===== src/sv/braille_cell_encoder_top_macros.svh =====
// ---------------------------------------------------------------------------
// Braille cell encoder assertion macros
// Shared property wrappers, clocked on clk_i, disabled while rst_ni is low.
// ---------------------------------------------------------------------------
`ifndef BRAILLE_CELL_ENCODER_TOP_MACROS_SVH
`define BRAILLE_CELL_ENCODER_TOP_MACROS_SVH

// Same-cycle implication.
`define BCE_ASSERT_IMPLY(lbl, ante, cons, msg) \
  lbl: assert property (@(posedge clk_i) disable iff (!rst_ni) (ante) |-> (cons)) \
    else $error(msg);

// Next-cycle implication.
`define BCE_ASSERT_NEXT(lbl, ante, cons, msg) \
  lbl: assert property (@(posedge clk_i) disable iff (!rst_ni) (ante) |=> (cons)) \
    else $error(msg);

`endif


===== src/sv/bce_pkg.sv =====
// ---------------------------------------------------------------------------
// Braille cell encoder package
// Word types, register codes and small helper functions.
// ---------------------------------------------------------------------------
package bce_pkg;

  localparam int unsigned NumSub     = 8;
  localparam int unsigned LumaW      = 10;  // max luma 762
  localparam int unsigned LumaSumW   = 13;
  localparam int unsigned ChanSumW   = 11;  // 8 x 255
  localparam int unsigned CountW     = 4;   // 0..8
  localparam int unsigned RecipW     = 17;
  localparam int unsigned RecipShift = 16;
  localparam int unsigned CfgIdxW    = 2;
  localparam int unsigned CfgDataW   = 8;

  // register indexes
  localparam logic [CfgIdxW-1:0] CFG_WEIGHT_RED   = 2'd0;
  localparam logic [CfgIdxW-1:0] CFG_WEIGHT_GREEN = 2'd1;
  localparam logic [CfgIdxW-1:0] CFG_WEIGHT_BLUE  = 2'd2;
  localparam logic [CfgIdxW-1:0] CFG_ALPHA_MIN    = 2'd3;

  localparam logic [7:0] WeightRedRst   = 8'd54;
  localparam logic [7:0] WeightGreenRst = 8'd183;
  localparam logic [7:0] WeightBlueRst  = 8'd19;
  localparam logic [7:0] AlphaMinRst    = 8'd128;

  localparam logic [15:0] GlyphBase    = 16'h2800;
  localparam logic [7:0]  Utf8Lead3    = 8'hE0;
  localparam logic [7:0]  Utf8Cont     = 8'h80;
  localparam logic [5:0]  Utf8ContMask = 6'h3F;

  // subpixel index -> dot bit
  localparam logic [2:0] DotBit [NumSub] = '{3'd0, 3'd3, 3'd1, 3'd4,
                                             3'd2, 3'd5, 3'd6, 3'd7};

  typedef struct packed {
    logic [31:0] sub0_rgba;
    logic [31:0] sub1_rgba;
    logic [31:0] sub2_rgba;
    logic [31:0] sub3_rgba;
    logic [31:0] sub4_rgba;
    logic [31:0] sub5_rgba;
    logic [31:0] sub6_rgba;
    logic [31:0] sub7_rgba;
    logic [23:0] under_bg_rgb;
  } in_word_t;

  typedef struct packed {
    logic [7:0]  dot_pattern;
    logic [23:0] glyph_utf8;
    logic [23:0] fg_rgb;
    logic [23:0] bg_rgb;
  } out_word_t;

  typedef struct packed {
    logic [7:0] weight_red;
    logic [7:0] weight_green;
    logic [7:0] weight_blue;
    logic [7:0] alpha_opaque_min;
  } cfg_t;

  typedef struct packed {
    logic             opaque;
    logic [LumaW-1:0] luma;
    logic [23:0]      rgb;
  } lane_t;

  typedef struct packed {
    logic [ChanSumW-1:0] r;
    logic [ChanSumW-1:0] g;
    logic [ChanSumW-1:0] b;
  } rgb_sum_t;

  typedef struct packed {
    logic [7:0]        pattern;
    logic [CountW-1:0] fg_n;
    logic [CountW-1:0] bg_n;
    rgb_sum_t          fg_sum;
    rgb_sum_t          bg_sum;
    logic [23:0]       under;
  } merge_t;

  // ceil(2^16 / n), exact floor division for sums below 2^11
  function automatic logic [RecipW-1:0] recip_of(input logic [CountW-1:0] n);
    logic [RecipW-1:0] m;
    case (n)
      4'd1:    m = 17'd65536;
      4'd2:    m = 17'd32768;
      4'd3:    m = 17'd21846;
      4'd4:    m = 17'd16384;
      4'd5:    m = 17'd13108;
      4'd6:    m = 17'd10923;
      4'd7:    m = 17'd9363;
      4'd8:    m = 17'd8192;
      default: m = '0;
    endcase
    return m;
  endfunction

  function automatic logic [23:0] glyph_of(input logic [7:0] pattern);
    logic [15:0] cp;
    logic [7:0]  b0;
    logic [7:0]  b1;
    logic [7:0]  b2;
    cp = GlyphBase + {8'd0, pattern};
    b0 = Utf8Lead3 | {4'd0, cp[15:12]};
    b1 = Utf8Cont | {2'd0, cp[11:6] & Utf8ContMask};
    b2 = Utf8Cont | {2'd0, cp[5:0] & Utf8ContMask};
    return {b0, b1, b2};
  endfunction

endpackage


===== src/sv/bce_mean.sv =====
// ---------------------------------------------------------------------------
// Braille cell encoder mean and glyph stage
// Floor means by reciprocal multiply, UTF-8 glyph, output word register.
// ---------------------------------------------------------------------------
module bce_mean (
  input  logic               clk_i,
  input  logic               en_i,
  input  bce_pkg::merge_t    merge_i,
  output bce_pkg::out_word_t word_o
);
  import bce_pkg::*;

  localparam int unsigned ProdW = ChanSumW + RecipW;

  function automatic logic [7:0] mean_chan(input logic [ChanSumW-1:0] sum,
                                           input logic [RecipW-1:0]   m);
    logic [ProdW-1:0] prod;
    prod = ProdW'(sum) * ProdW'(m);
    return prod[RecipShift +: 8];
  endfunction

  logic [RecipW-1:0] fg_m;
  logic [RecipW-1:0] bg_m;
  out_word_t         word_d;
  out_word_t         word_q;

  always_comb begin
    fg_m = recip_of(merge_i.fg_n);
    bg_m = recip_of(merge_i.bg_n);
    word_d.dot_pattern = merge_i.pattern;
    word_d.glyph_utf8  = glyph_of(merge_i.pattern);
    // fall back to the cell background when a set is empty
    if (merge_i.fg_n == '0) begin
      word_d.fg_rgb = merge_i.under;
    end else begin
      word_d.fg_rgb = {mean_chan(merge_i.fg_sum.r, fg_m),
                       mean_chan(merge_i.fg_sum.g, fg_m),
                       mean_chan(merge_i.fg_sum.b, fg_m)};
    end
    if (merge_i.bg_n == '0) begin
      word_d.bg_rgb = merge_i.under;
    end else begin
      word_d.bg_rgb = {mean_chan(merge_i.bg_sum.r, bg_m),
                       mean_chan(merge_i.bg_sum.g, bg_m),
                       mean_chan(merge_i.bg_sum.b, bg_m)};
    end
  end

  always_ff @(posedge clk_i) begin
    if (en_i) begin
      word_q <= word_d;
    end
  end

  assign word_o = word_q;

endmodule


===== config.mk =====
export PLATFORM = sky130hd
export DESIGN_NAME = bce_mean
export DESIGN_NICKNAME = d
export VERILOG_FILES = /design/src/sv/braille_cell_encoder_top_macros.svh /design/src/sv/bce_pkg.sv /design/src/sv/bce_mean.sv
export SDC_FILE = /design/constraint.sdc
export NUM_CORES = 2
export LEC_CHECK = 0
export BUFFER_PORTS_ARGS = -buffer_cell sky130_fd_sc_hd__buf_2
export CORE_UTILIZATION = 55
export DETAILED_ROUTE_END_ITERATION = 8
export PLACE_DENSITY_LB_ADDON = 0.25
export SYNTH_ARGS = -nofsm -noshare
export SYNTH_HDL_FRONTEND = slang
export SYNTH_SLANG_ARGS = --single-unit
export TNS_END_PERCENT = 100

===== constraint.sdc =====
create_clock -name clk_i -period 9.45 [get_ports clk_i]
set_input_delay 1.4175 -clock clk_i [delete_from_list [all_inputs] [get_ports clk_i]]
set_output_delay 1.4175 -clock clk_i [all_outputs]
set_load 0.005 [all_outputs]

---- Yosys cells after proc, flatten, opt, wreduce, memory -nomap -nowiden ----
Memory sizes are Yosys's and may differ from the RTL's.
Index checks and enable logic that the tools add are counted.
storage, ports and cells
  memories kept ........................... 2
  memory bits (read-only) ................. 544
  logic and storage cells ................. 17
  register bits ........................... 72
  output and inout bits ................... 80
  input port bits ......................... 108
memories
  memory            depth  width  read ports  clocked after memory_dff  write ports  RTL line       text
  (name not given)  16     17     1           0                         0            bce_pkg.sv:87  case (n)
  (name not given)  16     17     1           0                         0            bce_pkg.sv:87
cells by class
  $mul .................................... 6
  reduce and logical (&&, ||, !) cells .... 2
  add/subtract/negate cells ............... 1
  muxes and demuxes ....................... 2
operators with widths
  cell                                          number
  multiplier 11 x 17 -> 24 bit                  6
  2-to-1 mux 24 bit                             2
  adder 14 x 8 -> 15 bit, first input constant  1
  zero test 4 bit                               2

---- Depth between registers and ports, before layout ----
An unclocked memory read counts as a cell.
  word-level depth ........................ 3
  depth in mapped cells ................... 26
  mapped depth without buffers ............ 25

---- Worst setup path after synthesis ----
No wires, ideal clock.
  kind .................................... input to register
  from .................................... input merge_i[94] (netlist name)
  to ...................................... register word_q (netlist bit word_o[39]), data pin
  stages on the path ...................... 21
  data arrival time ....................... 7.120 ns
  slack ................................... 2.061 ns
  setup time .............................. 0.269 ns
  path through ............................ ha_1 nor2b_1 nor2b_1 clkbuf_1 clkbuf_1 nand2_1 fa_1 fa_1 fa_1 inv_1 fa_1 fa_1 ha_1 and3_2 a221oi_2 nand3_1 a2111oi_4 nor3_2 o41a_1 nor3_1 o31ai_2
RTL lines
  item                  RTL line        text
  start, declared       bce_mean.sv:8   input bce_pkg::merge_t merge_i,
  end signal, assigned  bce_mean.sv:51  word_q <= word_d;
  end, declared         bce_mean.sv:25  out_word_t word_q;

==> summary.txt <==
Floorplan
  • Core Rows: 87
  • Die Y: 242 µm
  • Die width: 242 µm
  • Ports: 188
  • Starting Density: 56.0%
  • Core footprint: 56700 µm²
  • Die Area: about 59000 µm²

Layout
  • Final nets: between 4000 and 5000
  • Synth-to-Final Area Change: 5.23%
  • Ratio of cells with drive above 1 in the final layout: 6.92%
  • Max reg flops: 56
  • Most common cell after layout, fill and taps aside: inv_1
  • Non-Filler Instances: 4357
  • Most frequent cells in the layout: inv_1 (1051), fa_1 (768), nand2_1 (493)
  • Fin area: 33400 µm²

STA
  • Worst slew pin tran: 1.16 ns
  • Final Hold Fails: 0
  • Fin crit share: 83.9%
  • Min cycle time layout: just under 8 ns
  • Hold_ws: 1.23 ns
  • Slew headroom: 22.2%
  • Setup Viol. Count Final: 0
  • Setup TNS: 0 ns
  • Fmax: 126 MHz
  • Slew Viols, Final: 0
  • RSZ-0062 raised after global routing: false

Critical path
  • Crit path to: word_o[47]
  • Worst Path Required: 9.53 ns
  • Critical path peak fanout: 17
  • Crit. End Element: register
  • CP peak stage delay: about 0.7 ns
  • Critical path origin: merge_i[94]
  • Crit path max-delay cell type: nor2_2
  • Setup crit start kind: input pin
  • Setup Crit Path Kind: input pin to register
  • Crit path cell chain: buf_2 > inv_1 > ha_1 > inv_1 > nor2_2 > buf_4 > nand2_1 > fa_1 > fa_1 > inv_1 > fa_1 > fa_1 > inv_1 > fa_1 > inv_1 > ha_1 > nand4_1 > a211oi_1 > a221oi_1 > a21oi_1 > o211ai_1 > o21ai_0 > xnor2_1 > o21ai_1
  • Worst path arrival time: 8.01 ns

Route
  • Number of vias per cell: 5.19
  • Starting DRT DRC Count: 1468
  • Routed vias: 22600
  • DR DRC count: 0
  • Post-Route WL: 79.3 mm
  • DR WL/cell: 18.2 µm
  • DR pass1 iterations: 5
  • Antenna Nets Post-Route: 0

Global route
  • Initial antenna violation count: 13
  • Pin count of the biggest net entering global routing: between 50 and 60
  • Overall Global Routing Usage: 28.6%
  • Vias in the first global route: about 24000
  • Global-route wire length before repair: 130 mm
  • Total congestion overflow: 0

Synth
  • YS warnings: 0
  • Post-synth ARST share: 0%
  • Syn Inst Count: 3531
  • EDFF count, synth: 56
  • Register area share after synthesis: between 5 and 6%
  • Synthesized flop and latch total: 56
  • Synth Flop Type: edfxtp_1
  • Mapped Area: 31800 µm²
  • Synthesized area per cell: 8.99 µm²
  • Count of unique library cells instantiated by Yosys: 61

Clock network
  • CTS tree: done
  • Total clock sinks: 56
  • Hold Buf Count CTS: 0
  • Htree depth: 2
  • Clock transition at the registers of the reported paths: 0.10 ns
  • Maximum clock path buffer count: 2
  • Post-CTS Resized: 0
  • CTS root buf: clkbuf_16
  • Post-CTS setup buffer count: 0
  • Inserted Clock Buffers: 5

Outcome
  • Status: finished clean

Power and ir drop
  • Pwr per Cell Area: 68.1 nW/µm²
  • P_leak: between 15 and 20 nW
  • Maximum vdd ir drop: between 0.07 and 0.08 mV

Place
  • PortBufs: roughly 170
  • Placer congestion estimate: 0.948
  • HPWL after DPL: 68.1 mm
  • Placed Instances: 4344
  • Cell Area, Placed: 33300 µm²

Worst hold path
  • Min-delay worst type: input pin to register

Run
  • Max-cap violations: 0
-- final cells by class --
type,instances,area (µm²)
fillers,5101,23300
clock inverters,3,26.3
flip-flops and latches,56,1680
diodes,5,12.5
multi-input cells,2277,25500
well taps,756,946
inverters,1051,3950
repair buffers,204,1140
clock buffers,5,125
-- Yosys cell counts (all sizes together), types with 10 or more instances --
master  count  area share, %
buf        30           0.66
xnor2      73            2.0
nand2     493            5.8
ha        286             11
a21oi      62           0.98
o31ai      10           0.25
o21ai      68            1.1
inv      1051             12
nor2       51           0.60
and2      253            5.0
edfxtp     56            5.3
clkbuf    131            1.6
xor2       23           0.63
and3       38           0.75
nor3       16           0.27
fa        768             48
-- cell families (layout without fill, tap and decap cells) --
kind of cell	after synthesis	count (layout)	synth area share [%]
flops	56	56	5.30
other cells	2	21	0.0237
buf+inv	1212	1263	14.7
mux	2	2	0.0709
compound gates	198	198	3.90
xor+xnor	96	96	2.65
fa+ha+maj	1054	1054	59.7
simple gates	911	911	13.7
-- metal layers --
layer	global-route usage [%]	vias up	wire, µm
met5	0	-	88
met4	6.91	14	1770
met3	5.67	118	6820
met2	47.2	874	38100
met1	39.0	11300	32600
li1	-	10300	-
-- where the power goes --
| part | switching (mW) | total [mW] | internal [mW] |
|---|---|---|---|
| sequential | 0.0259 | 0.383 | 0.357 |
| clock | 0.127 | 0.228 | 0.101 |
| combinational | 0.986 | 1.66 | 0.679 |
| total | 1.14 | 2.28 | 1.14 |
-- worst min-delay path by stage --
stage / startpoint / cells after the start / slack, ns / end
floorplan: merge_i[98] / 0 / 1.52 / word_o[72]
global placement: merge_i[103] / 1 / 1.59 / word_o[77]
detailed placement: merge_i[103] / 1 / 1.60 / word_o[77]
CTS: merge_i[99] / 1 / 1.22 / word_o[73]
global route: merge_i[99] / 1 / 1.22 / word_o[73]
finish: merge_i[99] / 1 / 1.23 / word_o[73]
-- per-stage QoR --
stage	total power [mW]	utilization (%)	setup WS [ns]
2_1_floorplan	1.54	-	2.06
5_1_grt	2.54	58.9	1.07
3_3_place_gp	2.01	58.6	1.09
6_report	2.28	58.9	1.52
4_1_cts	2.29	58.9	1.46
3_5_place_dp	2.05	58.6	1.10
-- worst max-delay path: cells and delay by family --
family                   cells  cell delay [ns]
adder cells (fa/ha/maj)      7             3.21
AO/OA/AOI/OAI                6             1.34
AND/OR/NAND/NOR              3             0.99
buffers and inverters        7             0.82
XOR/XNOR                     1             0.19
Note: power is estimated with default switching activity, not from simulation.
