--- src/sv/braille_cell_encoder_top_macros.svh ---
// ---------------------------------------------------------------------------
// Braille cell encoder assertion macros
// Shared property wrappers, clocked on clk_i, disabled while rst_ni is low.
// ---------------------------------------------------------------------------
`ifndef BRAILLE_CELL_ENCODER_TOP_MACROS_SVH
`define BRAILLE_CELL_ENCODER_TOP_MACROS_SVH

// Same-cycle implication.
`define BCE_ASSERT_IMPLY(lbl, ante, cons, msg) \
  lbl: assert property (@(posedge clk_i) disable iff (!rst_ni) (ante) |-> (cons)) \
    else $error(msg);

// Next-cycle implication.
`define BCE_ASSERT_NEXT(lbl, ante, cons, msg) \
  lbl: assert property (@(posedge clk_i) disable iff (!rst_ni) (ante) |=> (cons)) \
    else $error(msg);

`endif

--- src/sv/bce_pkg.sv ---
// ---------------------------------------------------------------------------
// Braille cell encoder package
// Word types, register codes and small helper functions.
// ---------------------------------------------------------------------------
package bce_pkg;

  localparam int unsigned NumSub     = 8;
  localparam int unsigned LumaW      = 10;  // max luma 762
  localparam int unsigned LumaSumW   = 13;
  localparam int unsigned ChanSumW   = 11;  // 8 x 255
  localparam int unsigned CountW     = 4;   // 0..8
  localparam int unsigned RecipW     = 17;
  localparam int unsigned RecipShift = 16;
  localparam int unsigned CfgIdxW    = 2;
  localparam int unsigned CfgDataW   = 8;

  // register indexes
  localparam logic [CfgIdxW-1:0] CFG_WEIGHT_RED   = 2'd0;
  localparam logic [CfgIdxW-1:0] CFG_WEIGHT_GREEN = 2'd1;
  localparam logic [CfgIdxW-1:0] CFG_WEIGHT_BLUE  = 2'd2;
  localparam logic [CfgIdxW-1:0] CFG_ALPHA_MIN    = 2'd3;

  localparam logic [7:0] WeightRedRst   = 8'd54;
  localparam logic [7:0] WeightGreenRst = 8'd183;
  localparam logic [7:0] WeightBlueRst  = 8'd19;
  localparam logic [7:0] AlphaMinRst    = 8'd128;

  localparam logic [15:0] GlyphBase    = 16'h2800;
  localparam logic [7:0]  Utf8Lead3    = 8'hE0;
  localparam logic [7:0]  Utf8Cont     = 8'h80;
  localparam logic [5:0]  Utf8ContMask = 6'h3F;

  // subpixel index -> dot bit
  localparam logic [2:0] DotBit [NumSub] = '{3'd0, 3'd3, 3'd1, 3'd4,
                                             3'd2, 3'd5, 3'd6, 3'd7};

  typedef struct packed {
    logic [31:0] sub0_rgba;
    logic [31:0] sub1_rgba;
    logic [31:0] sub2_rgba;
    logic [31:0] sub3_rgba;
    logic [31:0] sub4_rgba;
    logic [31:0] sub5_rgba;
    logic [31:0] sub6_rgba;
    logic [31:0] sub7_rgba;
    logic [23:0] under_bg_rgb;
  } in_word_t;

  typedef struct packed {
    logic [7:0]  dot_pattern;
    logic [23:0] glyph_utf8;
    logic [23:0] fg_rgb;
    logic [23:0] bg_rgb;
  } out_word_t;

  typedef struct packed {
    logic [7:0] weight_red;
    logic [7:0] weight_green;
    logic [7:0] weight_blue;
    logic [7:0] alpha_opaque_min;
  } cfg_t;

  typedef struct packed {
    logic             opaque;
    logic [LumaW-1:0] luma;
    logic [23:0]      rgb;
  } lane_t;

  typedef struct packed {
    logic [ChanSumW-1:0] r;
    logic [ChanSumW-1:0] g;
    logic [ChanSumW-1:0] b;
  } rgb_sum_t;

  typedef struct packed {
    logic [7:0]        pattern;
    logic [CountW-1:0] fg_n;
    logic [CountW-1:0] bg_n;
    rgb_sum_t          fg_sum;
    rgb_sum_t          bg_sum;
    logic [23:0]       under;
  } merge_t;

  // ceil(2^16 / n), exact floor division for sums below 2^11
  function automatic logic [RecipW-1:0] recip_of(input logic [CountW-1:0] n);
    logic [RecipW-1:0] m;
    case (n)
      4'd1:    m = 17'd65536;
      4'd2:    m = 17'd32768;
      4'd3:    m = 17'd21846;
      4'd4:    m = 17'd16384;
      4'd5:    m = 17'd13108;
      4'd6:    m = 17'd10923;
      4'd7:    m = 17'd9363;
      4'd8:    m = 17'd8192;
      default: m = '0;
    endcase
    return m;
  endfunction

  function automatic logic [23:0] glyph_of(input logic [7:0] pattern);
    logic [15:0] cp;
    logic [7:0]  b0;
    logic [7:0]  b1;
    logic [7:0]  b2;
    cp = GlyphBase + {8'd0, pattern};
    b0 = Utf8Lead3 | {4'd0, cp[15:12]};
    b1 = Utf8Cont | {2'd0, cp[11:6] & Utf8ContMask};
    b2 = Utf8Cont | {2'd0, cp[5:0] & Utf8ContMask};
    return {b0, b1, b2};
  endfunction

endpackage

--- src/sv/bce_merge.sv ---
// ---------------------------------------------------------------------------
// Braille cell encoder merge
// Threshold from the lane lumas, then lit mask, dot pattern and color sums.
// ---------------------------------------------------------------------------
module bce_merge (
  input  logic           clk_i,
  input  logic           thr_en_i,
  input  logic           lit_en_i,
  input  bce_pkg::lane_t lanes_i [bce_pkg::NumSub],
  input  logic [23:0]    under_i,
  output logic           any_opaque_o,
  output bce_pkg::merge_t merge_o
);
  import bce_pkg::*;

  // threshold stage
  logic [LumaSumW-1:0] luma_total;
  rgb_sum_t            tot_d;
  logic                any_d;
  lane_t               lanes_q [NumSub];
  logic [23:0]         under_q;
  logic [LumaW-1:0]    thr_q;
  rgb_sum_t            tot_q;
  logic                any_q;

  always_comb begin
    luma_total = '0;
    tot_d      = '0;
    any_d      = 1'b0;
    for (int i = 0; i < NumSub; i++) begin
      luma_total = luma_total + LumaSumW'(lanes_i[i].luma);
      tot_d.r    = tot_d.r + ChanSumW'(lanes_i[i].rgb[23:16]);
      tot_d.g    = tot_d.g + ChanSumW'(lanes_i[i].rgb[15:8]);
      tot_d.b    = tot_d.b + ChanSumW'(lanes_i[i].rgb[7:0]);
      any_d      = any_d | lanes_i[i].opaque;
    end
  end

  always_ff @(posedge clk_i) begin
    if (thr_en_i) begin
      lanes_q <= lanes_i;
      under_q <= under_i;
      thr_q   <= luma_total[LumaSumW-1:3];
      tot_q   <= tot_d;
      any_q   <= any_d;
    end
  end

  assign any_opaque_o = any_q;

  // lit stage
  merge_t merge_d;
  merge_t merge_q;
  logic   lit;

  always_comb begin
    merge_d = '0;
    lit     = 1'b0;
    for (int i = 0; i < NumSub; i++) begin
      lit = lanes_q[i].opaque && (lanes_q[i].luma >= thr_q);
      if (lit) begin
        merge_d.pattern[DotBit[i]] = 1'b1;
        merge_d.fg_sum.r = merge_d.fg_sum.r + ChanSumW'(lanes_q[i].rgb[23:16]);
        merge_d.fg_sum.g = merge_d.fg_sum.g + ChanSumW'(lanes_q[i].rgb[15:8]);
        merge_d.fg_sum.b = merge_d.fg_sum.b + ChanSumW'(lanes_q[i].rgb[7:0]);
        merge_d.fg_n     = merge_d.fg_n + 1'b1;
      end
    end
    merge_d.bg_sum.r = tot_q.r - merge_d.fg_sum.r;
    merge_d.bg_sum.g = tot_q.g - merge_d.fg_sum.g;
    merge_d.bg_sum.b = tot_q.b - merge_d.fg_sum.b;
    merge_d.bg_n     = CountW'(NumSub) - merge_d.fg_n;
    merge_d.under    = under_q;
  end

  always_ff @(posedge clk_i) begin
    if (lit_en_i) begin
      merge_q <= merge_d;
    end
  end

  assign merge_o = merge_q;

endmodule

--- config.mk ---
export PLATFORM = sky130hd
export DESIGN_NAME = bce_merge
export DESIGN_NICKNAME = d
export VERILOG_FILES = /design/src/sv/braille_cell_encoder_top_macros.svh /design/src/sv/bce_pkg.sv /design/src/sv/bce_merge.sv
export SDC_FILE = /design/constraint.sdc
export NUM_CORES = 1
export LEC_CHECK = 0
export ABC_AREA = 1
export BUFFER_PORTS_ARGS = -buffer_cell sky130_fd_sc_hd__buf_4
export CORE_AREA = 2 2 265 528
export CTS_BUF_LIST = sky130_fd_sc_hd__clkbuf_4
export CTS_CLUSTER_SIZE = 8
export DETAILED_ROUTE_END_ITERATION = 10
export DIE_AREA = 0 0 267 530
export SLEW_MARGIN = 20
export SYNTH_ARGS = -nofsm -noshare
export SYNTH_HDL_FRONTEND = slang
export SYNTH_SLANG_ARGS = --single-unit
--- constraint.sdc ---
create_clock -name clk_i -period 10.71 [get_ports clk_i]
set_input_delay 1.071 -clock clk_i [delete_from_list [all_inputs] [get_ports clk_i]]
set_output_delay 1.071 -clock clk_i [all_outputs]
set_load 0.02 [all_outputs]
# After elaboration in Yosys (flattened, before gate mapping)
# Index checks and enable logic that the tools add are counted.
[op_classes] n_lt_le_gt_ge=8 n_eq_ne=0 div=0 bitwise_logic=7 add_sub_neg=60 muxes=23 n_reduce_logical=8 mul=0 shifts=0
[ops] op="adder 11 x 8 -> 11 bit" n=33
[ops] op="2-to-1 mux 33 bit" n=7
[ops] op="greater-or-equal comparator 10 bit" n=8
[ops] op="adder 13 x 10 -> 13 bit" n=4
[ops] op="adder 10 x 8 -> 11 bit" n=3
[ops] op="subtractor 11 bit" n=3
[ops] op="adder 9 x 8 -> 10 bit" n=3
[ops] op="2-to-1 mux 30 bit" n=1
[ops] op="adder 4 x 1 -> 4 bit (second input constant)" n=7
[ops] op="2-to-1 mux 4 bit" n=7
[ops] op="adder 8 x 8 -> 9 bit" n=3
[ops] op="adder 12 x 10 -> 13 bit" n=1
[ops] op="adder 11 x 10 -> 12 bit" n=1
[ops] op="adder 10 x 10 -> 11 bit" n=1
[ops] op="logical AND 1 bit" n=8
[ops] op="2-to-1 mux 1 bit" n=7
[ops] op="bitwise OR 1 bit" n=7
[ops] op="2-to-1 mux 5 bit" n=1
[ops] op="subtractor 4 bit (first input constant)" n=1
[word_totals] elab_cells=146 latch_bits=0 rom_bits=0 mem_bits_rw=0 mem_count=0 in_bits=307 regBits=454 output_inout_bits=107

# Depth between registers and ports, before layout
[logic_depth] ltp_word=18 mapped_depth=74 ltp_nobuf=73

# Worst setup path before layout
# Ideal clock, no wire load.
[synth_path] path_type="register -> register" from="register thr_q[0]" to="register merge_q (netlist bit merge_o[45]), data pin" period_less_slack_ns=9.716 stages_incl_launch_ff=66 slack_ns=0.994 path_buffers=1 required_ns=10.461 setup_ns=0.249 arrival_ns=9.467 cell_sequence="edfxtp_1 ha_1 o21ai_1 a21oi_1 o21bai_1 nand2_1 nand2_1 nand2_1 nand2_1 nand2_1 nand2_2 buf_2 nor2_1 ha_1 inv_1 fa_1 or2_2 nand2_1 (+30 left out) or2_2 nand3_1 nand2_1 ha_1 nand2_1 o21ai_0 o21ai_0 nand3b_1 nand2_1 ha_1 inv_1 o21ai_0 a21o_1 xor2_1 inv_1 nand3_1 nand2_1 inv_1"
[synth_lines] item="from (decl)" line_no="bce_merge.sv:22" source="logic [LumaW-1:0] thr_q;"
[synth_lines] item="from (signal assigned)" line_no="bce_merge.sv:43" source="thr_q <= luma_total[LumaSumW-1:3];"
[synth_lines] item="to (signal assigned)" line_no="bce_merge.sv:78" source="merge_q <= merge_d;"
[synth_lines] item="to (decl)" line_no="bce_merge.sv:53" source="merge_t merge_q;"

==> flow_metrics.tcl <==
set metrics [dict create \
    run_status "completed" \
    first_pass_iters 5 \
    endpoint "merge_o[34]$_DFFE_PP_" \
    coreArea_mm2 0.138 \
    arrival_ps 10810 \
    routedWlPerCell_um 18.3 \
    drive_above_1_share_pct 25.4 \
    vias_per_cell 4.38 \
    critPathBufInv 8 \
    dp_cells 5806 \
    routed_wl_mm 111 \
    crit_path_end_kind "register" \
    ant_nets 0 \
    nFillCells 14300 \
    synth_cells 3494 \
    synth_fp_nets 4355 \
    hpwl_mm 89.6 \
    synth_warnings 0 \
    slew_viol_final 0 \
    cts_buffers 116 \
    ir_drop_v 0.000184 \
    hp-start "lanes_i[97]" \
    final_nets 4950 \
    clock_sinks 453 \
    synthTopCellsByArea "edfxtp_1 (40%), fa_1 (13%), ha_1 (12%), nand2_1 (7.3%), inv_1 (6.2%)" \
    drc_errors 0 \
    synth_cell_types 48 \
    cts_root_buf "clkbuf_4" \
    critPathTopFamily "simple AND/OR/NAND/NOR gates" \
    setup_violations 0 \
    synth_top_area_share_pct 39.8 \
    hold_violations 0 \
    multiInputGateArea_mm2 0.0191 \
    antenna_found_initial 46 \
    slew_headroom_pct 35.0 \
    rows 193 \
    synth_area_mm2 0.0342 \
    grt_max_degree 130 \
    worstMarginPinSlew_ps 976 \
    power_density_mw_per_mm2 382 \
    areaGrowthSynthToFinish_pct 25.0 \
    die_h_um 530 \
    stdcell_count 6042 \
    clk_pin_slew_worst_paths_ps 70 \
    die_w_um 267 \
    cp-startpoint "thr_q[0]$_DFFE_PP_" \
    r2r-start "thr_q[0]$_DFFE_PP_" \
    die_area_mm2 0.142 \
    postSynthAreaPerCell_um2 9.78 \
    fin_crit_sh_pct 94.2 \
    hold_class "in2reg" \
    h-tree-depth 3 \
    r2r_cells 60 \
    finClkSkew_ps 128 \
    cts.path.max_buffers 3 \
    cts_tree "yes" \
    vias 26500 \
    grt_pass1_wl_mm 158 \
    gp_congestion 0.857 \
    crit_required_ps 11440 \
    io_buffers 413 \
    overflow 0 \
    initial_utilization_pct 24.8 \
    drt_iter0_markers 1059 \
    grt_pass1_vias 27400 \
    cap_violations 0 \
    path_class "reg2reg" \
    critical_path_depth 60 \
    track_usage_pct 15.4 \
    r2r-end "merge_o[34]$_DFFE_PP_" \
    slowest_stage "edfxtp_1" \
    synth.ff_latch_count 453 \
    insertion_delay_ps 1050 \
    finalCriticalPeriod_ps 10090 \
    r2r_slack_ps 620 \
    io_pins 414 \
    tns_ps 0 \
    max_freq_ghz 0.0991 \
    seq_area_mm2 0.0136 \
    hold_buffers 0 \
    worst_path_most_repeated_cell "nand2_1" \
    yosys.area.top_type "edfxtp_1" \
    max_stage_delay_ps 430 \
    power_mw 16.3 \
    crit_fanout 8 \
    ys_seq_area_share_pct 39.8 \
    p_leak_nw 19.7 \
    start_kind "register" \
]
[worst min-delay path by stage]
| stage | cells after the start | to | slack [ps] |
|---|---|---|---|
| after floorplan | 0 | merge_o[0]$_DFFE_PP_ | 400 |
| after global placement | 0 | merge_o[7]$_DFFE_PP_ | 400 |
| after detailed placement | 0 | merge_o[10]$_DFFE_PP_ | 400 |
| after CTS | 1 | under_q[15]$_DFFE_PP_ | 70 |
| after global routing | 1 | under_q[11]$_DFFE_PP_ | 90 |
| final | 1 | lanes_q[97]$_DFFE_PP_ | 210 |
[cells in the final DEF, fill, tap and decap left out, drive strengths merged]
master    n
o211ai   12
ha      331
nand3   299
inv     580
xnor2    53
a21o     18
bufinv    4
edfxtp  453
buf     523
a21boi    7
fa      223
a31oi     6
nand2   716
o21bai   15
o21ai    86
clkinv   35
nand3b   12
diode    21
nor2    165
o21a      3
xor2    104
nor4      6
or2      80
a21oi   197
nand4    24
nor3     15
o221ai    2
clkbuf  159
and2     32
a211oi    5
o311ai    4
[state kept, by name, indices dropped and copies added, names as in the netlist]
| name | count |
|---|---|
| lanes_q | 280 |
| merge_o | 105 |
| tot_q | 33 |
| under_q | 24 |
| thr_q | 10 |
| any_opaque_o | 1 |
[per-layer routing]
| layer | GRT usage (%) | up-vias | part of all wire, % |
|---|---|---|---|
| met4 | 9.25 | 56 | 6.2 |
| met5 | 0 | - | 0.31 |
| met3 | 4.72 | 350 | 6.7 |
| met1 | 14.7 | 12500 | 35 |
| met2 | 28.4 | 714 | 52 |
| li1 | - | 12800 | - |
[repair_timing]
| action | 4_1_cts | 5_1_grt |
|---|---|---|
| setup endpoints to repair | 1 | 13 |
| gates cloned | 0 | 0 |
| pin swaps | 0 | 52 |
| endpoints found under the hold margin | 0 | 0 |
| buffers inserted | 0 | 17 |
| resized for setup | 1 | 187 |
[synthesized netlist by cell type (all sizes together)]
library cell,number
a211oi,5
a21boi,7
a21o,18
a21oi,197
a31oi,6
and2,32
buf,21
clkbuf,25
clkinv,3
edfxtp,453
fa,223
ha,331
inv,577
nand2,716
nand3,299
nand3b,12
nand4,24
nor2,165
nor3,15
nor4,6
o211ai,12
o21a,3
o21ai,86
o21bai,15
o221ai,2
o311ai,4
or2,80
xnor2,53
xor2,104
[cell type report]
class                   count  share of cell area (%)
diodes                     21                   0.123
well taps                1852                    5.42
clock buffers             159                    2.79
repair buffers            523                    9.28
clock inverters            39                   0.644
inverters                 580                    5.11
flip-flops and latches    453                    31.8
multi-input cells        2415                    44.8
[report_power, final]
part	switching, mW	internal [mW]
Sequential	0.130	2.69
Clock	0.811	0.781
Combinational	6.88	5.02
[cell families (layout without fill, tap and decap cells)]
kind of cell	count (synthesis)	after routing	share of synthesized area [%]
compound gates	355	355	5.84
xor+xnor	157	157	4.05
fa+ha+maj	554	554	25.2
buf+inv	626	1301	6.97
flops	453	453	39.8
other cells	0	21	0
simple gates	1349	1349	18.2
[through the flow]
stage	cell area, um2	setup slack, ps	hold WS [ps]	util (%)
2_1_floorplan	34200	994	400	-
3_3_place_gp	40100	-119	401	29.1
3_5_place_dp	40100	-170	405	29.1
4_1_cts	41600	25.2	66.0	30.2
5_1_grt	42700	-117	94.9	31.0
6_report	42700	624	211	31.0
No activity file was read; power rests on OpenSTA's default activity.
