File: src/sv/braille_cell_encoder_top_macros.svh
// ---------------------------------------------------------------------------
// Braille cell encoder assertion macros
// Shared property wrappers, clocked on clk_i, disabled while rst_ni is low.
// ---------------------------------------------------------------------------
`ifndef BRAILLE_CELL_ENCODER_TOP_MACROS_SVH
`define BRAILLE_CELL_ENCODER_TOP_MACROS_SVH

// Same-cycle implication.
`define BCE_ASSERT_IMPLY(lbl, ante, cons, msg) \
  lbl: assert property (@(posedge clk_i) disable iff (!rst_ni) (ante) |-> (cons)) \
    else $error(msg);

// Next-cycle implication.
`define BCE_ASSERT_NEXT(lbl, ante, cons, msg) \
  lbl: assert property (@(posedge clk_i) disable iff (!rst_ni) (ante) |=> (cons)) \
    else $error(msg);

`endif

File: src/sv/bce_pkg.sv
// ---------------------------------------------------------------------------
// Braille cell encoder package
// Word types, register codes and small helper functions.
// ---------------------------------------------------------------------------
package bce_pkg;

  localparam int unsigned NumSub     = 8;
  localparam int unsigned LumaW      = 10;  // max luma 762
  localparam int unsigned LumaSumW   = 13;
  localparam int unsigned ChanSumW   = 11;  // 8 x 255
  localparam int unsigned CountW     = 4;   // 0..8
  localparam int unsigned RecipW     = 17;
  localparam int unsigned RecipShift = 16;
  localparam int unsigned CfgIdxW    = 2;
  localparam int unsigned CfgDataW   = 8;

  // register indexes
  localparam logic [CfgIdxW-1:0] CFG_WEIGHT_RED   = 2'd0;
  localparam logic [CfgIdxW-1:0] CFG_WEIGHT_GREEN = 2'd1;
  localparam logic [CfgIdxW-1:0] CFG_WEIGHT_BLUE  = 2'd2;
  localparam logic [CfgIdxW-1:0] CFG_ALPHA_MIN    = 2'd3;

  localparam logic [7:0] WeightRedRst   = 8'd54;
  localparam logic [7:0] WeightGreenRst = 8'd183;
  localparam logic [7:0] WeightBlueRst  = 8'd19;
  localparam logic [7:0] AlphaMinRst    = 8'd128;

  localparam logic [15:0] GlyphBase    = 16'h2800;
  localparam logic [7:0]  Utf8Lead3    = 8'hE0;
  localparam logic [7:0]  Utf8Cont     = 8'h80;
  localparam logic [5:0]  Utf8ContMask = 6'h3F;

  // subpixel index -> dot bit
  localparam logic [2:0] DotBit [NumSub] = '{3'd0, 3'd3, 3'd1, 3'd4,
                                             3'd2, 3'd5, 3'd6, 3'd7};

  typedef struct packed {
    logic [31:0] sub0_rgba;
    logic [31:0] sub1_rgba;
    logic [31:0] sub2_rgba;
    logic [31:0] sub3_rgba;
    logic [31:0] sub4_rgba;
    logic [31:0] sub5_rgba;
    logic [31:0] sub6_rgba;
    logic [31:0] sub7_rgba;
    logic [23:0] under_bg_rgb;
  } in_word_t;

  typedef struct packed {
    logic [7:0]  dot_pattern;
    logic [23:0] glyph_utf8;
    logic [23:0] fg_rgb;
    logic [23:0] bg_rgb;
  } out_word_t;

  typedef struct packed {
    logic [7:0] weight_red;
    logic [7:0] weight_green;
    logic [7:0] weight_blue;
    logic [7:0] alpha_opaque_min;
  } cfg_t;

  typedef struct packed {
    logic             opaque;
    logic [LumaW-1:0] luma;
    logic [23:0]      rgb;
  } lane_t;

  typedef struct packed {
    logic [ChanSumW-1:0] r;
    logic [ChanSumW-1:0] g;
    logic [ChanSumW-1:0] b;
  } rgb_sum_t;

  typedef struct packed {
    logic [7:0]        pattern;
    logic [CountW-1:0] fg_n;
    logic [CountW-1:0] bg_n;
    rgb_sum_t          fg_sum;
    rgb_sum_t          bg_sum;
    logic [23:0]       under;
  } merge_t;

  // ceil(2^16 / n), exact floor division for sums below 2^11
  function automatic logic [RecipW-1:0] recip_of(input logic [CountW-1:0] n);
    logic [RecipW-1:0] m;
    case (n)
      4'd1:    m = 17'd65536;
      4'd2:    m = 17'd32768;
      4'd3:    m = 17'd21846;
      4'd4:    m = 17'd16384;
      4'd5:    m = 17'd13108;
      4'd6:    m = 17'd10923;
      4'd7:    m = 17'd9363;
      4'd8:    m = 17'd8192;
      default: m = '0;
    endcase
    return m;
  endfunction

  function automatic logic [23:0] glyph_of(input logic [7:0] pattern);
    logic [15:0] cp;
    logic [7:0]  b0;
    logic [7:0]  b1;
    logic [7:0]  b2;
    cp = GlyphBase + {8'd0, pattern};
    b0 = Utf8Lead3 | {4'd0, cp[15:12]};
    b1 = Utf8Cont | {2'd0, cp[11:6] & Utf8ContMask};
    b2 = Utf8Cont | {2'd0, cp[5:0] & Utf8ContMask};
    return {b0, b1, b2};
  endfunction

endpackage

File: src/sv/bce_lane.sv
// ---------------------------------------------------------------------------
// Braille cell encoder subpixel lane
// Opacity test, background substitution and weighted luma of one subpixel.
// ---------------------------------------------------------------------------
module bce_lane (
  input  logic           clk_i,
  input  logic           en_i,
  input  bce_pkg::cfg_t  cfg_i,
  input  logic [31:0]    px_i,
  input  logic [23:0]    under_i,
  output bce_pkg::lane_t lane_o
);
  import bce_pkg::*;

  logic        opaque;
  logic [23:0] rgb;
  logic [15:0] prod_r;
  logic [15:0] prod_g;
  logic [15:0] prod_b;
  logic [17:0] acc;
  lane_t       lane_d;
  lane_t       lane_q;

  always_comb begin
    opaque = px_i[7:0] >= cfg_i.alpha_opaque_min;
    rgb    = opaque ? px_i[31:8] : under_i;
    prod_r = cfg_i.weight_red   * rgb[23:16];
    prod_g = cfg_i.weight_green * rgb[15:8];
    prod_b = cfg_i.weight_blue  * rgb[7:0];
    acc    = 18'(prod_r) + 18'(prod_g) + 18'(prod_b);
    lane_d.opaque = opaque;
    lane_d.luma   = acc[17:8];
    lane_d.rgb    = rgb;
  end

  always_ff @(posedge clk_i) begin
    if (en_i) begin
      lane_q <= lane_d;
    end
  end

  assign lane_o = lane_q;

endmodule

File: config.mk
export PLATFORM = sky130hd
export DESIGN_NAME = bce_lane
export DESIGN_NICKNAME = d
export VERILOG_FILES = /design/src/sv/braille_cell_encoder_top_macros.svh /design/src/sv/bce_pkg.sv /design/src/sv/bce_lane.sv
export SDC_FILE = /design/constraint.sdc
export NUM_CORES = 1
export LEC_CHECK = 0
export ABC_AREA = 1
export BUFFER_PORTS_ARGS = -buffer_cell sky130_fd_sc_hd__buf_2
export CORE_MARGIN = 8
export CORE_UTILIZATION = 30
export CTS_BUF_LIST = sky130_fd_sc_hd__clkbuf_8
export CTS_CLUSTER_DIAMETER = 50
export DETAILED_ROUTE_END_ITERATION = 8
export PLACE_DENSITY_LB_ADDON = 0.1
export SYNTH_ARGS = -nofsm -noshare
export SYNTH_HDL_FRONTEND = slang
export SYNTH_SLANG_ARGS = --single-unit
File: constraint.sdc
create_clock -name clk_i -period 8 [get_ports clk_i]
set_clock_uncertainty 0.1 [all_clocks]
set_input_delay 0.8 -clock clk_i [delete_from_list [all_inputs] [get_ports clk_i]]
set_output_delay 0.8 -clock clk_i [all_outputs]
set_load 0.01 [all_outputs]
Word level (Yosys, flattened, before mapping)
Cells that the tools add are included.
{ "op_classes": {"muxes": 1, "mul": 3, "addsub": 2, "magnitude_cmp": 1} }
{ "ops": {"columns": ["op", "count"], "rows": [
  ["$mul A8 B8 Y16", 3],
  ["$mux W24", 1],
  ["$add A17 B16 Y18", 1],
  ["$add A16 B16 Y17", 1],
  ["$ge A8 B8 Y1", 1]
]} }
{ "word_totals": {"elab_cells": 10, "input_bits": 90, "register_bits": 35, "output_inout_bits": 35} }

Depth between registers and ports, before layout
Gate-level depths: netlist of the first run.
{ "logic_depth": {"word_depth": 5, "ltp_mapped": 38, "ltp_nobuf": 37} }

Worst setup path after synthesis of the first run
No wires, ideal clock.
{ "synth_timing": {"path_type": "input -> register", "start": "in cfg_i[7] (netlist name)", "end": "reg lane_q, in the netlist lane_o[31] (data pin)", "n_path_buf": 1, "path_stages": 27, "required_time_ps": 7648, "setup_slack_ps": 714, "t_arrival_ps": 6933, "setup_time_ps": 252, "path_cell_list": "inv_1 > ha_1 > a21o_1 > nor2_2 > nand3_4 > buf_2 > o21ai_2 > nor2_1 > fa_1 > fa_1 > inv_1 > fa_1 > fa_1 > inv_1 > fa_1 > fa_1 > inv_1 > fa_1 > inv_1 > ha_1 > a21o_1 > a31oi_1 > o21ai_0 > a21oi_1 > nand2_1 > nand2_1 > nand2_1"} }
{ "synth_via": {"elab_chain_len": 5, "word_cells_on_any_way": 7, "cone_classes": "add/sub (2); mul (3); order compare (1); mux (1)"} }
{ "synth_lines": {"columns": ["element", "line_no", "rtl"], "rows": [
  ["from (decl)", "bce_lane.sv:8", "input bce_pkg::cfg_t cfg_i,"],
  ["$ge A8 B8 Y1 (*)", "bce_lane.sv:25", "opaque = px_i[7:0] >= cfg_i.alpha_opaque_min;"],
  ["via opaque", "bce_lane.sv:15", "logic opaque;"],
  ["$mux W24 (*)", "bce_lane.sv:26", "rgb = opaque ? px_i[31:8] : under_i;"],
  ["$mul A8 B8 Y16 (on tied branches)", "bce_lane.sv:27, bce_lane.sv:28", null],
  ["$add A16 B16 Y17", "bce_lane.sv:30", "acc = 18'(prod_r) + 18'(prod_g) + 18'(prod_b);"],
  ["$add A17 B16 Y18 (*)", "bce_lane.sv:30", null],
  ["via acc[15]", "bce_lane.sv:20", "logic [17:0] acc;"],
  ["to (signal assigned)", "bce_lane.sv:38", "lane_q <= lane_d;"],
  ["to (decl)", "bce_lane.sv:22", "lane_t lane_q;"]
]} }
The timed path passes the listed nets; every way through them passes the cells marked *.
A chain may end at the register's enable or synchronous reset.

Final worst setup path of the first run
{ "layout_timing": {"start": "in cfg_i[7] (netlist name)", "end": "reg lane_q, in the netlist lane_o[33] (data pin)"} }
{ "layout_via": {"elab_chain_len": 5, "word_cells_on_any_way": 7, "cone_classes": "add/sub (2); mul (3); order compare (1); mux (1)"} }
{ "layout_lines": {"columns": ["element", "line_no"], "rows": [
  ["$ge A8 B8 Y1 (*)", "bce_lane.sv:25"],
  ["$mux W24 (*)", "bce_lane.sv:26"],
  ["$mul A8 B8 Y16 (on tied branches)", "bce_lane.sv:27, bce_lane.sv:28"],
  ["$add A16 B16 Y17", "bce_lane.sv:30"],
  ["$add A17 B16 Y18 (*)", "bce_lane.sv:30"],
  ["via acc[17]", "bce_lane.sv:20"]
]} }
Marked as above.

==> impl_metrics.env, run 1 <==
export IMPL_status="complete, no violations"
export IMPL_worst_hold_path_type="in2reg"
export IMPL_syn_area_sq_um=8310
export IMPL_drc=0
export IMPL_cp_arrival_ns=7.50
export IMPL_setup_viol=0
export IMPL_initial_core_util=0.302
export IMPL_syn_inst=944
export IMPL_synth_main_ff_cell="edfxtp_1"
export IMPL_largest_register_ffs=35
export IMPL_ctsHoldBuffers=0
export IMPL_async_flop_share=0
export IMPL_finalHoldViolations=0
export IMPL_dpl_cell_area_sq_um=9460
export IMPL_htree_num_levels=2
export IMPL_grt_pass1_wl_mm=38.7
export IMPL_cts_tree="done"
export IMPL_fillers=2958
export IMPL_path_class="in2reg"
export IMPL_cts_buffers=5
export IMPL_syn_area_per_cell_sq_um=8.81
export IMPL_max_cap_viol_count=0
export IMPL_layout_cells_non_filler=1460
export IMPL_grtUsageTotal=0.150
export IMPL_drt_pass1_iter_count=4
export IMPL_numClockSinks=35
export IMPL_layout_drive_gt1_share=0.175
export IMPL_worstPathRequired_ns=8.00
export IMPL_worstSetupEndpointType="flip-flop"
export IMPL_period_needed_ns=7.50
export IMPL_grt_max_degree=36
export IMPL_ant_nets=0
export IMPL_cts_buffer_depth=2
export IMPL_post_cts_buffers=0
export IMPL_syn_nets=1297
export IMPL_dp_cells=1452
export IMPL_maxClockFrequency_mhz=133
export IMPL_io_buffers=124
export IMPL_design_area_sq_um=9540
export IMPL_die_area_sq_um=33300
export IMPL_startpoint_type="input port"
export IMPL_final_net_count=1434
export IMPL_cts_root_buf="clkbuf_8"
export IMPL_wl_per_cell_um=16.1
export IMPL_rsz0062_at_grt="false"
export IMPL_area_growth_pct=14.7
export IMPL_coreArea_sq_um=27600
export IMPL_die_h_um=182
export IMPL_antenna_found_initial=1
export IMPL_gp_congestion=0.826
export IMPL_ys_warn_count=0
export IMPL_pin_count=125
export IMPL_gr_total_overflow=0
export IMPL_ys_seq_elements=35
export IMPL_drt_total_wl_mm=23.5
export IMPL_relSlewSlack=0.305
export IMPL_num_rows=61
export IMPL_grt_pass1_vias=6951
export IMPL_min_period_over_period=0.937
export IMPL_n_antenna_cell=0
export IMPL_worstPathMaxFanout=27
export IMPL_vias=6124
export IMPL_post_drt_via_cell_ratio=4.19
export IMPL_ys_types=30
export IMPL_post_cts_resized=0
export IMPL_synth_edf_count=35
export IMPL_hold_slack_ns=0.672
export IMPL_setup_tns_ns=0
export IMPL_first_iter_violations=226
export IMPL_slew_violations=0
export IMPL_die_w_um=182
export IMPL_dp_hpwl_mm=21.2
export IMPL_seq_area_frac_synth=0.126
export IMPL_tightest_slew_ns=1.04
export IMPL_clk_pin_slew_worst_paths_ns=0.10
[worst paths after layout]
path | depth (start not counted) | slack, ns | start | endpoint
setup / recovery | 28 | 0.50 | cfg_i[7] | lane_o[33]
hold / removal | 3 | 0.67 | px_i[8] | lane_o[0]
[area by class of cell]
cell class / instances / area [sq um] / share of cell area
Multi-Input combinational cell: 619 / 6150 / 0.645
Inverter: 286 / 1080 / 0.113
Sequential cell: 35 / 1050 / 0.110
Timing Repair Buffer: 134 / 708 / 0.0742
Tap cell: 378 / 473 / 0.0496
Clock buffer: 5 / 68.8 / 0.00721
Clock inverter: 3 / 11.3 / 0.00118
[through the flow]
step | setup slack, ns | util
after floorplan | 0.714 | -
after global placement | 0.0953 | 0.343
after detailed placement | 0.119 | 0.343
after CTS | 0.471 | 0.346
after global routing | 0.102 | 0.346
final | 0.504 | 0.346
[placed cells by master (no fill, tap or decap), types with 2 or more instances in the layout]
master	count
o21ai_2	24
fa_1	160
a31oi_1	3
nand3_1	10
nand2_1	118
edfxtp_1	35
clkbuf_8	5
nand2_2	2
buf_2	124
clkinv_1	2
ha_1	103
a21oi_1	13
o21ai_0	6
inv_2	17
inv_1	269
or2_1	20
buf_4	9
nor3_1	3
nand2_4	2
nor2_1	138
nand4_1	2
a21o_1	3
xor2_1	5
[synthesized netlist by cell type, types with 2 or more instances]
cell / n / area [sq um]
a21o_1: 3 / 22.5
a21oi_1: 13 / 65.1
a31oi_1: 3 / 18.8
buf_6: 2 / 22.5
edfxtp_1: 35 / 1050
fa_1: 160 / 3200
ha_1: 103 / 1290
inv_1: 268 / 1010
inv_2: 17 / 63.8
nand2_1: 118 / 443
nand2_2: 2 / 12.5
nand2_4: 2 / 22.5
nand3_1: 10 / 50.1
nand4_1: 2 / 12.5
nor2_1: 138 / 518
nor3_1: 3 / 15.0
o21ai_0: 6 / 30.0
o21ai_2: 24 / 210
or2_1: 20 / 125
xor2_1: 5 / 43.8
[metal layers]
metal	wire, um	global-route usage	vias to the layer above
li1	-	-	3037
met1	11200	0.201	2964
met2	11400	0.258	112
met3	827	0.0235	11
met4	165	0.0207	0
met5	0	0	-
[logic make-up (layout without fill, tap and decap cells)]
logic type	after synthesis	in the layout	synth area share
AOI/OAI and AO/OA	52	52	0.0459
xor gates and xnor gates	5	5	0.00527
adders and majority gates	263	263	0.540
buffers and inverters	290	428	0.134
DFF	35	35	0.126
and+or+nand+nor	299	299	0.149
[critical path: stages]
cell and delay [ns]:
buf_2 0.07, inv_1 0.03, ha_1 0.29, a21o_1 0.17, nor2_2 0.17, nand3_4 0.12, buf_12 0.20, o21ai_2 0.43
nor2_1 0.12, fa_1 0.52, inv_1 0.05, fa_1 0.48, inv_1 0.06, fa_1 0.48, fa_1 0.60, fa_1 0.46
fa_1 0.50, inv_1 0.05, fa_1 0.50, inv_1 0.05, ha_1 0.35, a21o_1 0.21, a31oi_1 0.29, o21ai_0 0.13
a21oi_1 0.18, nand2_1 0.08, nand2_1 0.05, nand2_1 0.04
Power of run 1 is left out: the tool's default activity adds up to more than one toggle a clock period on the data nets, which glitch-free logic cannot reach.
==> run 2: changes to the inputs <==
--- a/config.mk
+++ b/config.mk
@@ -5,7 +5,6 @@
 export SDC_FILE = /design/constraint.sdc
 export NUM_CORES = 1
 export LEC_CHECK = 0
-export ABC_AREA = 1
 export BUFFER_PORTS_ARGS = -buffer_cell sky130_fd_sc_hd__buf_2
 export CORE_MARGIN = 8
 export CORE_UTILIZATION = 30
@@ -13,6 +12,7 @@
 export CTS_CLUSTER_DIAMETER = 50
 export DETAILED_ROUTE_END_ITERATION = 8
 export PLACE_DENSITY_LB_ADDON = 0.1
+export REMOVE_ABC_BUFFERS = 1
 export SYNTH_ARGS = -nofsm -noshare
 export SYNTH_HDL_FRONTEND = slang
 export SYNTH_SLANG_ARGS = --single-unit
==> impl_metrics.env, run 2 <==
export IMPL_status="complete, no violations"
export IMPL_seq_area_frac_synth=0.128
export IMPL_period_needed_ns=7.76
export IMPL_max_cap_viol_count=0
export IMPL_layout_drive_gt1_share=0.245
export IMPL_syn_area_per_cell_sq_um=10.0
export IMPL_grt_pass1_vias=6543
export IMPL_cp_arrival_ns=7.73
export IMPL_gr_total_overflow=0
export IMPL_fin_ws_ns=0.239
export IMPL_syn_area_sq_um=8180
export IMPL_fillers=2794
export IMPL_relSlewSlack=0.338
export IMPL_post_place_ws_ns=-0.395
export IMPL_drt_total_wl_mm=21.3
export IMPL_synth_main_ff_cell="edfxtp_1"
export IMPL_worstPathRequired_ns=7.97
export IMPL_die_w_um=181
export IMPL_antenna_found_initial=0
export IMPL_dp_hpwl_mm=18.9
export IMPL_slowest_stage="fa_1"
export IMPL_cts_root_buf="clkbuf_8"
export IMPL_hold_slack_ns=0.778
export IMPL_n_antenna_cell=0
export IMPL_critPathTopFamily="adder cells"
export IMPL_max_stage_delay_ns=0.58
export IMPL_ys_warn_count=0
export IMPL_numClockSinks=35
export IMPL_htree_num_levels=2
export IMPL_pin_count=125
export IMPL_coreArea_sq_um=26900
export IMPL_cts_buffers=5
export IMPL_finalHoldViolations=0
export IMPL_startpoint_type="input port"
export IMPL_synth_edf_count=35
export IMPL_final_cell_mix="inv_1, fa_1, buf_2"
export IMPL_netlist_top_cells_count="inv_1, fa_1, ha_1, nor2b_1, nand2_1"
export IMPL_first_iter_violations=172
export IMPL_cp_buffers_inverters=8
export IMPL_slew_violations=0
export IMPL_multi_input_area_sq_um=6370
export IMPL_initial_core_util=0.304
export IMPL_ys_types=37
export IMPL_ys_seq_elements=35
export IMPL_mostFrequentLayoutCell="inv_1"
export IMPL_synth_top_area_frac=0.391
export IMPL_yosys_area_top_type="fa_1"
export IMPL_cts_buffer_depth=2
export IMPL_wl_per_cell_um=15.6
export IMPL_synth_area_leaders="fa_1, ha_1, edfxtp_1, inv_1, nor2b_1"
export IMPL_die_h_um=181
export IMPL_yosysMostFrequentCell="inv_1"
export IMPL_final_net_count=1373
export IMPL_ant_nets=0
export IMPL_grtUsageTotal=0.136
export IMPL_drt_pass1_iter_count=4
export IMPL_io_buffers=124
export IMPL_rsz0062_at_grt="false"
export IMPL_worstPathMaxFanout=8
export IMPL_setup_viol=0
export IMPL_vias=5863
export IMPL_grt_max_degree=36
export IMPL_maxClockFrequency_mhz=129
export IMPL_grt_pass1_wl_mm=35.3
export IMPL_gp_congestion=0.778
export IMPL_seqCellArea_sq_um=1050
export IMPL_drc=0
export IMPL_worstSetupEndpointType="flip-flop"
export IMPL_cts_tree="done"
export IMPL_path_class="in2reg"
export IMPL_crit_top_cell="fa_1"
export IMPL_post_drt_via_cell_ratio=4.30
export IMPL_area_growth_pct=22.8
export IMPL_largest_register_ffs=35
export IMPL_die_area_sq_um=32800
export IMPL_min_period_over_period=0.970
export IMPL_tightest_slew_ns=0.993
export IMPL_clk_pin_slew_worst_paths_ns=0.09
export IMPL_dpl_cell_area_sq_um=9740
export IMPL_num_rows=60
export IMPL_worst_hold_path_type="in2reg"
export IMPL_design_area_sq_um=10000
export IMPL_syn_inst=818
export IMPL_async_flop_share=0
## run 2: through the flow
stage / TNS [ns] / std cells / utilization
finish: 0 / 1362 / 0.374
detailed placement: -2.77 / 1349 / 0.363
global route: 0 / 1362 / 0.374
floorplan: -2.53 / 814 / -
global placement: -2.58 / 1349 / 0.363
CTS: 0 / 1357 / 0.367
## run 2: final timing paths
check	start	to	slack, ns	depth (start not counted)
worst max-delay path	cfg_i[0]	lane_o[26]	0.24	28
worst min-delay path	under_i[20]	lane_o[20]	0.78	2
## run 2: cell type report
class	instances	share of cell area
inverters	233	0.0870
flip-flops and latches	35	0.105
clock buffers	5	0.00685
well taps	341	0.0425
clock inverters	3	0.00386
multi-input cells	546	0.634
repair buffers	199	0.121
## run 2: kinds of logic (layout without fill, tap and decap cells)
group	after synthesis	count (layout)	share of synthesized area
AND/OR/NAND/NOR	214	214	0.141
XOR/XNOR	11	11	0.0118
flip-flops	35	35	0.128
buffers and inverters	237	440	0.110
AO/OA/AOI/OAI	34	34	0.0278
multiplexers	24	24	0.0320
adder cells (fa/ha/maj)	263	263	0.549
## run 2: layer usage
| metal | part of all wire | GRT usage | vias to the layer above |
|---|---|---|---|
| met2 | 0.50 | 0.234 | 115 |
| met1 | 0.44 | 0.179 | 2901 |
| li1 | - | - | 2842 |
| met3 | 0.053 | 0.0233 | 5 |
| met5 | 0 | 0 | - |
| met4 | 0.0073 | 0.0226 | 0 |
## run 2: timing repair
item | in CTS | in global routing
setup buffers | 0 | 5
hold buffers | 0 | 0
pin swaps | 0 | 23
resized for setup | 2 | 38
setup endpoints to repair | 2 | 10
Power of run 2 is left out for the same reason.
==> run 3: changes to the inputs <==
--- a/config.mk
+++ b/config.mk
@@ -5,6 +5,7 @@
 export SDC_FILE = /design/constraint.sdc
 export NUM_CORES = 1
 export LEC_CHECK = 0
+export ABC_AREA = 1
 export BUFFER_PORTS_ARGS = -buffer_cell sky130_fd_sc_hd__buf_2
 export CORE_MARGIN = 8
 export CORE_UTILIZATION = 30
==> impl_metrics.env, run 3 (synthesized netlist as in run 1, its figures left out) <==
export IMPL_largest_register_ffs=35
export IMPL_first_iter_violations=267
export IMPL_holdPathStages=3
export IMPL_initial_core_util=0.302
export IMPL_post_cts_resized=0
export IMPL_slowest_stage="fa_1"
export IMPL_die_w_um=182
export IMPL_numClockSinks=35
export IMPL_ant_nets=0
export IMPL_area_growth_pct=15.2
export IMPL_htree_num_levels=2
export IMPL_multi_input_area_sq_um=6150
export IMPL_grt_max_degree=36
export IMPL_grtUsageTotal=0.149
export IMPL_cp_arrival_ns=7.41
export IMPL_grt_pass1_vias=6683
export IMPL_final_net_count=1431
export IMPL_antenna_found_initial=2
export IMPL_num_rows=61
export IMPL_crit_top_cell="nand2_1"
export IMPL_dp_hpwl_mm=21.5
export IMPL_drt_total_wl_mm=23.7
export IMPL_drt_pass1_iter_count=4
export IMPL_seqCellArea_sq_um=1050
export IMPL_drc=0
export IMPL_coreArea_sq_um=27600
export IMPL_die_h_um=182
export IMPL_max_cap_viol_count=0
export IMPL_tightest_slew_ns=0.993
export IMPL_rsz0062_at_grt="false"
export IMPL_path_class="in2reg"
export IMPL_status="complete, no violations"
export IMPL_gp_congestion=0.848
export IMPL_clk_pin_slew_worst_paths_ns=0.10
export IMPL_cts_tree="done"
export IMPL_layout_drive_gt1_share=0.175
export IMPL_io_buffers=124
export IMPL_vias=6125
export IMPL_worstPathMaxFanout=17
export IMPL_cts_buffers=5
export IMPL_finalHoldViolations=0
export IMPL_post_drt_via_cell_ratio=4.20
export IMPL_grt_pass1_wl_mm=38.1
export IMPL_startpoint_type="input port"
export IMPL_startpoint="cfg_i[1]"
export IMPL_worstPathRequired_ns=7.99
export IMPL_worstSetupEndpointType="flip-flop"
export IMPL_pin_count=125
export IMPL_cts_buffer_depth=2
export IMPL_wl_per_cell_um=16.3
export IMPL_maxClockFrequency_mhz=135
export IMPL_worst_hold_path_type="in2reg"
export IMPL_fillers=2960
export IMPL_n_antenna_cell=0
export IMPL_setup_tns_ns=0
export IMPL_max_stage_delay_ns=0.56
export IMPL_slew_violations=0
export IMPL_post_cts_buffers=0
export IMPL_relSlewSlack=0.338
export IMPL_min_period_over_period=0.927
export IMPL_die_area_sq_um=33300
export IMPL_ctsHoldBuffers=0
export IMPL_setup_viol=0
export IMPL_mostFrequentLayoutCell="inv_1"
export IMPL_final_cell_mix="inv_1, fa_1, nor2_1"
export IMPL_endpoint="lane_o[33]"
export IMPL_cts_root_buf="clkbuf_8"
export IMPL_period_needed_ns=7.42
export IMPL_gr_total_overflow=0
## run 3: cell count changes in the layout (fill, tap and decap cells not counted), moves of 15 or more
cell,change
and2_1,-51
buf_4,-64
inv_1,+37
inv_2,+15
nand2_1,+51
nor2_1,+134
nor2b_1,-75
o21ai_2,+23
or2_1,+20
## run 3: critical path, delay by kind of cell
kind	cells	cell delay [ns]
AOI/OAI and AO/OA	5	1.16
adders and majority gates	9	4.16
buffers and inverters	7	0.48
and+or+nand+nor	10	0.79
## run 3: metrics by stage
| stage | instance area (sq um) | util | cells | hold WS [ns] | setup WS [ns] |
|---|---|---|---|---|---|
| 2_1_floorplan | 8280 | - | 940 | 0.812 | 0.561 |
| 3_3_place_gp | 9440 | 0.343 | 1449 | 1.00 | 0.210 |
| 3_5_place_dp | 9440 | 0.343 | 1449 | 1.00 | 0.227 |
| 4_1_cts | 9570 | 0.347 | 1457 | 0.647 | 0.556 |
| 5_1_grt | 9570 | 0.347 | 1457 | 0.669 | 0.150 |
| 6_report | 9570 | 0.347 | 1457 | 0.666 | 0.584 |
## run 3: worst min-delay path by stage
stage | start | to | slack [ns]
after global routing | px_i[8] | lane_o[0] | 0.67
after CTS | px_i[8] | lane_o[0] | 0.65
final | px_i[8] | lane_o[0] | 0.67
after global placement | px_i[8] | lane_o[0] | 1.00
after detailed placement | px_i[8] | lane_o[0] | 1.0
after floorplan | en_i | lane_o[0] | 0.81
## run 3: per-layer routing
metal	vias to the layer above	track usage	share of wire
li1	3037	-	-
met3	19	0.0306	0.053
met4	4	0.0325	0.018
met5	-	0	0.0010
met1	2926	0.212	0.48
met2	139	0.230	0.44
## run 3: final cells by class
cell class / instances / share of cell area
clock buffers: 5 / 0.00719
clock inverters: 3 / 0.00706
inverters: 286 / 0.112
multi-input cells: 619 / 0.643
flip-flops and latches: 35 / 0.110
well taps: 378 / 0.0494
repair buffers: 131 / 0.0716
Power of run 3 is left out for the same reason.
